File: src/sv/srpc_pkg.sv
// Shared types and constants for the safe relative path checker.
package srpc_pkg;

    // Field widths
    localparam int unsigned CH_W    = 8;
    localparam int unsigned MAXL_W  = 12;
    localparam int unsigned COUNT_W = 13;
    localparam int unsigned PART_W  = 2;

    // Reset value of the maximum path length register
    localparam logic [MAXL_W-1:0]  MAX_LENGTH_RESET = 12'd1024;

    // Saturation limits of the running counters
    localparam logic [COUNT_W-1:0] COUNT_MAX = 13'd8191;
    localparam logic [PART_W-1:0]  PART_MAX  = 2'd3;

    // Byte codes the rules look at
    localparam logic [CH_W-1:0] CH_NUL    = 8'h00;
    localparam logic [CH_W-1:0] CH_DOT    = 8'h2E;
    localparam logic [CH_W-1:0] CH_SLASH  = 8'h2F;
    localparam logic [CH_W-1:0] CH_COLON  = 8'h3A;
    localparam logic [CH_W-1:0] CH_BSLASH = 8'h5C;

    // One path request as held in the input register
    typedef struct packed {
        logic [CH_W-1:0] ch;
        logic            has_char;
        logic            last;
    } t_item;

    // Verdict handed from the rule logic to the output register
    typedef struct packed {
        logic valid;
        logic safe;
    } t_result;

endpackage

File: src/sv/srpc_in_stage.sv
// Input register for path requests.
module srpc_in_stage (
    input  logic                i_clk,
    input  logic                i_rst_n,
    input  logic                i_valid,
    input  srpc_pkg::t_item     i_item,
    input  logic                i_advance,
    output logic                o_stall,
    output logic                o_fire,
    output srpc_pkg::t_item     o_item
);

    logic            r_valid;
    logic            n_valid;
    srpc_pkg::t_item r_item;
    logic            load;

    // Held request leaves when the downstream side can take it
    assign o_fire  = r_valid && i_advance;
    assign o_stall = r_valid && !i_advance;
    assign load    = i_valid && !o_stall;
    assign o_item  = r_item;

    always_comb begin
        n_valid = r_valid;
        if (load) begin
            n_valid = 1'b1;
        end else if (o_fire) begin
            n_valid = 1'b0;
        end
    end

    // Control register
    always_ff @(posedge i_clk) begin
        if (!i_rst_n) begin
            r_valid <= 1'b0;
        end else begin
            r_valid <= n_valid;
        end
    end

    // Payload register, no reset needed
    always_ff @(posedge i_clk) begin
        if (load) begin
            r_item <= i_item;
        end
    end

endmodule

File: src/sv/srpc_rules.sv
// Running path state and the per-byte safety rules.
module srpc_rules (
    input  logic                                  i_clk,
    input  logic                                  i_rst_n,
    input  logic                                  i_fire,
    input  srpc_pkg::t_item                       i_item,
    input  logic [srpc_pkg::MAXL_W-1:0]           i_max_length,
    output srpc_pkg::t_result                     o_result
);

    logic [srpc_pkg::COUNT_W-1:0] r_byte_count, n_byte_count;
    logic [srpc_pkg::PART_W-1:0]  r_part_length, n_part_length;
    logic                         r_part_all_dots, n_part_all_dots;
    logic                         r_rejected, n_rejected;

    logic                         bad_char;
    logic                         is_slash;
    logic                         part_bad_now;
    logic [srpc_pkg::COUNT_W-1:0] count_a;
    logic [srpc_pkg::PART_W-1:0]  part_len_a;
    logic                         dots_a;
    logic                         rej_a;
    logic                         final_part_bad;
    logic                         len_bad;

    // Byte classification
    assign bad_char = i_item.has_char &&
                      (i_item.ch == srpc_pkg::CH_BSLASH ||
                       i_item.ch == srpc_pkg::CH_COLON  ||
                       i_item.ch == srpc_pkg::CH_NUL);
    assign is_slash = i_item.has_char && (i_item.ch == srpc_pkg::CH_SLASH);

    // Component ending here is empty, "." or ".."
    assign part_bad_now = (r_part_length == '0) ||
                          (r_part_all_dots && r_part_length != srpc_pkg::PART_MAX);

    // State after taking the byte
    always_comb begin
        part_len_a = r_part_length;
        dots_a     = r_part_all_dots;
        count_a    = r_byte_count;
        if (is_slash) begin
            part_len_a = '0;
            dots_a     = 1'b1;
        end else if (i_item.has_char) begin
            if (r_part_length != srpc_pkg::PART_MAX) begin
                part_len_a = r_part_length + 1'b1;
            end
            if (i_item.ch != srpc_pkg::CH_DOT) begin
                dots_a = 1'b0;
            end
        end
        if (i_item.has_char && r_byte_count != srpc_pkg::COUNT_MAX) begin
            count_a = r_byte_count + 1'b1;
        end
    end

    assign rej_a = r_rejected || bad_char || (is_slash && part_bad_now);

    // End-of-path checks
    assign final_part_bad = (part_len_a == '0) ||
                            (dots_a && part_len_a != srpc_pkg::PART_MAX);
    assign len_bad = (count_a == '0) ||
                     (count_a > {1'b0, i_max_length});

    assign o_result.valid = i_fire && i_item.last;
    assign o_result.safe  = !(rej_a || final_part_bad || len_bad);

    // Next state: clear after the last request of a path
    always_comb begin
        n_byte_count    = r_byte_count;
        n_part_length   = r_part_length;
        n_part_all_dots = r_part_all_dots;
        n_rejected      = r_rejected;
        if (i_fire) begin
            if (i_item.last) begin
                n_byte_count    = '0;
                n_part_length   = '0;
                n_part_all_dots = 1'b1;
                n_rejected      = 1'b0;
            end else begin
                n_byte_count    = count_a;
                n_part_length   = part_len_a;
                n_part_all_dots = dots_a;
                n_rejected      = rej_a;
            end
        end
    end

    always_ff @(posedge i_clk) begin
        if (!i_rst_n) begin
            r_byte_count    <= '0;
            r_part_length   <= '0;
            r_part_all_dots <= 1'b1;
            r_rejected      <= 1'b0;
        end else begin
            r_byte_count    <= n_byte_count;
            r_part_length   <= n_part_length;
            r_part_all_dots <= n_part_all_dots;
            r_rejected      <= n_rejected;
        end
    end

`ifndef NO_ASSERTIONS
    // Path state is clean after a verdict
    a_clear_after_last: assert property (@(posedge i_clk) disable iff (!i_rst_n)
        i_fire && i_item.last |=> r_byte_count == '0 && r_part_length == '0 &&
                                  r_part_all_dots && !r_rejected)
        else $error("path state not cleared after last request");

    // A component with a non-dot byte is never empty
    a_dots_len: assert property (@(posedge i_clk) disable iff (!i_rst_n)
        !r_part_all_dots |-> r_part_length != '0)
        else $error("non-dot component with zero length");

    // No bytes seen means no component bytes and no rejection either
    a_count_part: assert property (@(posedge i_clk) disable iff (!i_rst_n)
        r_byte_count == '0 |-> r_part_length == '0 && !r_rejected)
        else $error("component state without any byte");
`endif

endmodule

File: src/sv/srpc_out_stage.sv
// Output register holding one verdict until it is taken.
module srpc_out_stage (
    input  logic              i_clk,
    input  logic              i_rst_n,
    input  srpc_pkg::t_result i_result,
    input  logic              i_out_stall,
    output logic              o_advance,
    output logic              o_valid,
    output logic              o_safe
);

    logic r_valid, n_valid;
    logic r_safe;

    // Free when empty or being taken this cycle
    assign o_advance = !r_valid || !i_out_stall;
    assign o_valid   = r_valid;
    assign o_safe    = r_safe;

    always_comb begin
        n_valid = r_valid;
        if (i_result.valid) begin
            n_valid = 1'b1;
        end else if (r_valid && !i_out_stall) begin
            n_valid = 1'b0;
        end
    end

    always_ff @(posedge i_clk) begin
        if (!i_rst_n) begin
            r_valid <= 1'b0;
        end else begin
            r_valid <= n_valid;
        end
    end

    always_ff @(posedge i_clk) begin
        if (i_result.valid) begin
            r_safe <= i_result.safe;
        end
    end

`ifndef NO_ASSERTIONS
    // A verdict never overwrites one still waiting
    a_no_overwrite: assert property (@(posedge i_clk) disable iff (!i_rst_n)
        i_result.valid |-> !(r_valid && i_out_stall))
        else $error("verdict loaded while output stalled");
`endif

endmodule

File: src/sv/safe_relative_path_checker_top.sv
// Top level of the safe relative path checker.
//
//   channel  valid        stall        payload
//   in       i_in_valid   o_in_stall   i_ch, i_has_char, i_last
//   out      o_out_valid  i_out_stall  o_safe
//   cfg      i_cfg_we     -            i_cfg_data (max_length)
//
// One request per cycle is accepted while o_in_stall is low; the verdict for the request
// marked last passes the input register, then rule logic into the output register.
// Reset is synchronous, active low; max_length returns to 1024.
// A stall on the output backs up through the input register to o_in_stall.
module safe_relative_path_checker_top (
    input  logic                          i_clk,
    input  logic                          i_rst_n,
    input  logic                          i_in_valid,
    output logic                          o_in_stall,
    input  logic [srpc_pkg::CH_W-1:0]     i_ch,
    input  logic                          i_has_char,
    input  logic                          i_last,
    output logic                          o_out_valid,
    input  logic                          i_out_stall,
    output logic                          o_safe,
    input  logic                          i_cfg_we,
    input  logic [srpc_pkg::MAXL_W-1:0]   i_cfg_data
);

    logic [srpc_pkg::MAXL_W-1:0] r_max_length;
    srpc_pkg::t_item             in_item;
    srpc_pkg::t_item             held_item;
    srpc_pkg::t_result           result;
    logic                        fire;
    logic                        advance;

    // Configuration register
    always_ff @(posedge i_clk) begin
        if (!i_rst_n) begin
            r_max_length <= srpc_pkg::MAX_LENGTH_RESET;
        end else if (i_cfg_we) begin
            r_max_length <= i_cfg_data;
        end
    end

    assign in_item.ch       = i_ch;
    assign in_item.has_char = i_has_char;
    assign in_item.last     = i_last;

    srpc_in_stage u_in (
        .i_clk     (i_clk),
        .i_rst_n   (i_rst_n),
        .i_valid   (i_in_valid),
        .i_item    (in_item),
        .i_advance (advance),
        .o_stall   (o_in_stall),
        .o_fire    (fire),
        .o_item    (held_item)
    );

    srpc_rules u_rules (
        .i_clk        (i_clk),
        .i_rst_n      (i_rst_n),
        .i_fire       (fire),
        .i_item       (held_item),
        .i_max_length (r_max_length),
        .o_result     (result)
    );

    srpc_out_stage u_out (
        .i_clk       (i_clk),
        .i_rst_n     (i_rst_n),
        .i_result    (result),
        .i_out_stall (i_out_stall),
        .o_advance   (advance),
        .o_valid     (o_out_valid),
        .o_safe      (o_safe)
    );

endmodule

File: config.mk
export PLATFORM = sky130hd
export DESIGN_NAME = safe_relative_path_checker_top
export DESIGN_NICKNAME = d
export VERILOG_FILES = /design/src/sv/srpc_pkg.sv /design/src/sv/srpc_in_stage.sv /design/src/sv/srpc_rules.sv /design/src/sv/srpc_out_stage.sv /design/src/sv/safe_relative_path_checker_top.sv
export SDC_FILE = /design/constraint.sdc
export NUM_CORES = 1
export LEC_CHECK = 0
export BUFFER_PORTS_ARGS = -buffer_cell sky130_fd_sc_hd__buf_4
export CAP_MARGIN = 20
export CORE_ASPECT_RATIO = 0.5
export CORE_MARGIN = 5
export CORE_UTILIZATION = 58
export DETAILED_ROUTE_END_ITERATION = 10
export GPL_ROUTABILITY_DRIVEN = 0
export PLACE_DENSITY_LB_ADDON = 0.12
export SLEW_MARGIN = 20
export SYNTH_ARGS = -nofsm -noshare
export SYNTH_HDL_FRONTEND = slang
export SYNTH_SLANG_ARGS = --single-unit
export TNS_END_PERCENT = 50
File: constraint.sdc
create_clock -name i_clk -period 3.8 [get_ports i_clk]
set_input_delay 0.38 -clock i_clk [delete_from_list [all_inputs] [get_ports i_clk]]
set_output_delay 0.38 -clock i_clk [all_outputs]
set_load 0.02 [all_outputs]
== After elaboration in Yosys (flattened, before gate mapping) ==
Index checks and enable logic that the tools add are counted.
Word-level totals
  bits in registers: 42
  latch bits: 0
  memory bits (writable): 0
  ROM bits: 0
  word-level logic and storage cells: 68
  memories: 0
Cells by class
  $add $sub $neg: 2
  multipliers: 0
  div/mod/pow operators: 0
  $lt $le $gt $ge: 1
  equal/unequal tests: 7
  shifts and indexed selects: 0
  multiplexer cells: 15
  bitwise logic cells: 0
  reduce and logical (&&, ||, !) cells: 32
Operators with widths (number)
  $mux 13: 2
  $eq 8x6->1 const B: 2
  $add 13x1->13 const B: 1
  $gt 13x12->1: 1
  $logic_not 13->1: 1
  $ne 13x13->1 const B: 1
  $logic_and 1x1->1: 11
  $logic_or 1x1->1: 10
  $mux 1: 9
  $eq 8x7->1 const B: 1
  $logic_not 8->1: 1
  $mux 2: 4
  $ne 8x6->1 const B: 1
  $logic_not 1->1: 5
  $logic_not 2->1: 2
  $ne 2x2->1 const B: 2
  $reduce_bool 2->1: 2
  $add 2x1->2 const B: 1

== Depth between registers and ports, before layout ==
  depth in word-level cells: 10
  gate-level depth with buffers: 13
  gate-level depth less buffers: 13

== By module ==
From an unflattened synthesis, not the netlist that was laid out.
Second synthesis, totals
  cells, all modules: 283
  area total of the unflattened synthesis: 2555.0 µm²
Modules (own cells, without submodules)
  srpc_rules: times used 1, cells each 225, area an instance 1687.9 µm²
  safe_relative_path_checker_top: times used 1, cells each 38, area an instance 447.9 µm²
  srpc_in_stage: times used 1, cells each 15, area an instance 354.1 µm²
  srpc_out_stage: times used 1, cells each 5, area an instance 65.1 µm²

== Worst setup path after synthesis ==
OpenSTA, ideal clock, no wires.
  kind: register -> register
  from: reg u_rules.r_byte_count[1] in the netlist's numbering
  to: reg u_out.r_safe (netlist: u_out.o_safe) (data pin)
  arrival time: 2469 ps
  path slack: 1066 ps
  cell stages (with the launch flop): 12
  clock period less this slack: 2734 ps
  cells stage by stage: dfxtp_1 -> ha_1 -> nand4_1 -> o31ai_2 -> mux2_4 -> ha_1 -> nor2b_1 -> o21bai_1 -> a21boi_0 -> o21bai_1 -> a221oi_1 -> nor3_1
RTL lines
  start: declaration: RTL line srpc_rules.sv:11  | logic [srpc_pkg::COUNT_W-1:0] r_byte_count, n_byte_count;
  start signal: assignment: RTL line srpc_rules.sv:97  | r_byte_count <= n_byte_count;
  end signal: assignment: RTL line srpc_out_stage.sv:39  | r_safe <= i_result.safe;
  end: declaration: RTL line srpc_out_stage.sv:13  | logic r_safe;

==> out/qor.yml <==
grt-ovfl-total: 0
grt_pass1_wl_mm: 8.38
worstPathMaxFanout: 8
fp.coreArea_um2: 3980
routed_wl_mm: 4.99
power_frac_comb_pct: 9.8
cts_sinks: 42
postRouteAntennaNets: 0
htreeDepth: 2
holdCritPathClass: "in2reg"
syn_area_um2: 2440
status: "complete, no violations"
layout-drive-gt1-share_pct: 17.0
leakagePower_nw: 1.12
path_class: "reg2reg"
hpwlAfterDp_mm: 3.74
worst_slew_pin_slew_ps: 807
reg2reg_depth: 11
max_freq_mhz: 315
setup_viol: 0
routedWlPerCell_um: 14.8
clk_latency_ps: 290
worstSetupEndpointType: "flip-flop"
yosys_most_used_dff: "dfxtp_1"
yosysUniqueCellTypes: 57
tns_ps: 0
maxSlewViolCount: 0
wl_met3_um: 370
grt_usage_pct: 18.2
powerDensity_nw_per_um2: 335
fin_nets: 322
num_vias: 1964
hold_depth: 1
reg2reg_to: "u_out.o_safe"
internal_power_mw: 0.716
syn_avg_cell_area_um2: 9.41
cts_setup_buffers: 0
grt_pass1_vias: 1898
highest_layer: "met4"
hold_path_end: "u_in.o_item[0]"
holdBufCountCts: 0
synth.net_count: 299
slowest_stage: "dfxtp_1"
fin_area_um2: 2760
max_stage_delay_ps: 470
numCtsBuffers: 5
dieArea_um2: 5670
antenna_found_initial: 0
cp-start-kind: "flip-flop"
placed_area_um2: 2650
slew_headroom_pct: 46.0
p_sw_mw: 0.207
clockRootBuffer: "clkbuf_8"
seqPwrFrac_pct: 53.0
clkPwrFrac_pct: 37.2
drc_errors: 0
cts_tree: "built"
num_io_pins: 30
peakVddDrop_mv: 0.193
initial_utilization_pct: 61.1
wl_met1_mm: 2.30
first_pass_iters: 4
rows: 16
grt_max_degree: 32
rsz0062_at_grt: "no"
die_y_um: 55.8
worst_slack_ps: 629
clockBufferDepth: 2
hp-start: "i_last"
met2_length_mm: 2.31
arrival_ps: 3210
finalHoldViolCount: 0
syn_inst: 259
p_sw_share_pct: 22.4
finClkSkew_ps: 12.4
r2r_start: "u_rules.r_byte_count[0]"
ff2ff_setup_slack_ps: 630
path_cells: "ha_1 > nand4_1 > o31ai_2 > mux2_4 > ha_1 > nor2b_1 > o21bai_1 > a21boi_0 > o21bai_1 > a221oi_1 > nor3_1"
cp.required_ps: 3840
cts_resized: 0
syn2layout_area_growth_pct: 13.1
die_w_um: 102
yosysWarnings: 0
portBuffers: 29
via_per_inst: 5.83
ys_ff_latch: 42
synth_edf_count: 11
ys_seq_area_share_pct: 39.0
drtIter0Drc: 109
drv_cap: 0
diodes: 0
clk_pin_slew_ps: 90
min_period_over_period_pct: 83.5
synthArstFlopShare_pct: 0
fin_crit_ps: 3170
place_ws_ps: 708
-- metrics by stage --
stage | instances | hold slack (ps) | power [mW] | util (%)
6_report | 337 | 256 | 0.923 | 69.2
5_1_grt | 337 | 244 | 0.965 | 69.2
4_1_cts | 337 | 252 | 0.932 | 69.2
2_1_floorplan | 259 | 441 | 0.553 | -
3_5_place_dp | 329 | 465 | 0.589 | 66.5
3_3_place_gp | 329 | 455 | 0.586 | 66.5
-- critical path: cells and delay by family, from the launching register on --
kind | cells | cell delay [ps]
fa+ha+maj | 2 | 630
simple gates | 3 | 510
mux | 1 | 360
compound gates | 5 | 950
flops | 1 | 470
-- cell usage in the layout (no fill, tap or decap), types with 5 or more instances in the layout --
master	instances
dfxtp_1	31
buf_4	29
nor2b_1	24
inv_1	20
nand2_1	16
ha_1	13
mux2i_1	12
nor2_1	11
edfxtp_1	11
o21ai_0	9
a22oi_1	9
a21oi_1	8
nand4_1	7
nor3_1	5
xor2_1	5
nor4_1	5
nand3_1	5
a21boi_0	5
clkbuf_8	5
-- power groups by stage --
stage                     Combinational [mW]  Sequential [mW]  Clock (mW)
after floorplan                       0.0594            0.494           0
after global placement                0.0875            0.498           0
after CTS                             0.0909            0.489       0.352
after detailed placement              0.0901            0.499           0
final                                 0.0904            0.489       0.343
after global routing                   0.101            0.492       0.372
-- area by class of cell --
class	count	area [um^2]
multi-input combinational	184	1340
fill	332	1230
sequential	42	951
timing repair buffer	29	218
inverter	20	75.1
clock buffer	5	68.8
tap	54	67.6
clock inverter	3	40.0
-- worst max path at each step --
stage | startpoint | endpoint | slack, ps | cells after the start
2_1_floorplan | u_rules.r_byte_count[1] | u_out.o_safe | 1070 | 11
3_3_place_gp | u_rules.r_byte_count[0] | u_out.o_safe | 790 | 11
3_5_place_dp | u_rules.r_byte_count[0] | u_out.o_safe | 710 | 11
4_1_cts | u_rules.r_byte_count[0] | u_out.o_safe | 650 | 11
5_1_grt | u_rules.r_byte_count[0] | u_out.o_safe | 380 | 11
6_report | u_rules.r_byte_count[0] | u_out.o_safe | 630 | 11
-- cells in the mapped netlist (all sizes together) (4+ instances only) --
cell    number  area share [%]
buf          6             2.0
a21oi        8             1.6
nand3        6             1.4
edfxtp      11              14
nor2b       24             6.2
nand2       16             2.5
nor4         5             1.3
nor2        11             1.7
a21boi       5             1.5
a22oi        9             2.8
nor3         6             1.4
clkbuf       7             1.1
ha          13             6.7
dfxtp       31              25
xor2         5             1.8
o21ai        9             1.8
inv         20             3.1
mux2i       12             4.9
o31ai        4             1.4
nand4        8             2.7
-- cells by family after synthesis --
logic type / Yosys count / synth area share, %
buffers and inverters: 33 / 6.11
adders and majority gates: 14 / 7.09
AOI/OAI and AO/OA: 56 / 16.3
xor gates and xnor gates: 8 / 2.88
and+or+nand+nor: 91 / 21.9
DFF: 42 / 39.0
muxes: 15 / 6.63
-- sequential cells by signal, indices dropped and copies added, names as in the netlist --
name                     count
u_out.o_valid                1
u_in.o_item                 10
u_rules.r_part_all_dots      1
u_rules.r_rejected           1
u_rules.r_part_length        2
u_out.o_safe                 1
u_in.r_valid                 1
u_rules.r_byte_count        13
r_max_length                12
-- layer usage --
metal  vias up  global-route usage (%)
met4         0                    4.17
met5         -                       0
li1        990                       -
met1       914                    23.0
met2        58                    30.1
met3         2                    5.88
No activity file was read; power rests on OpenSTA's default activity.
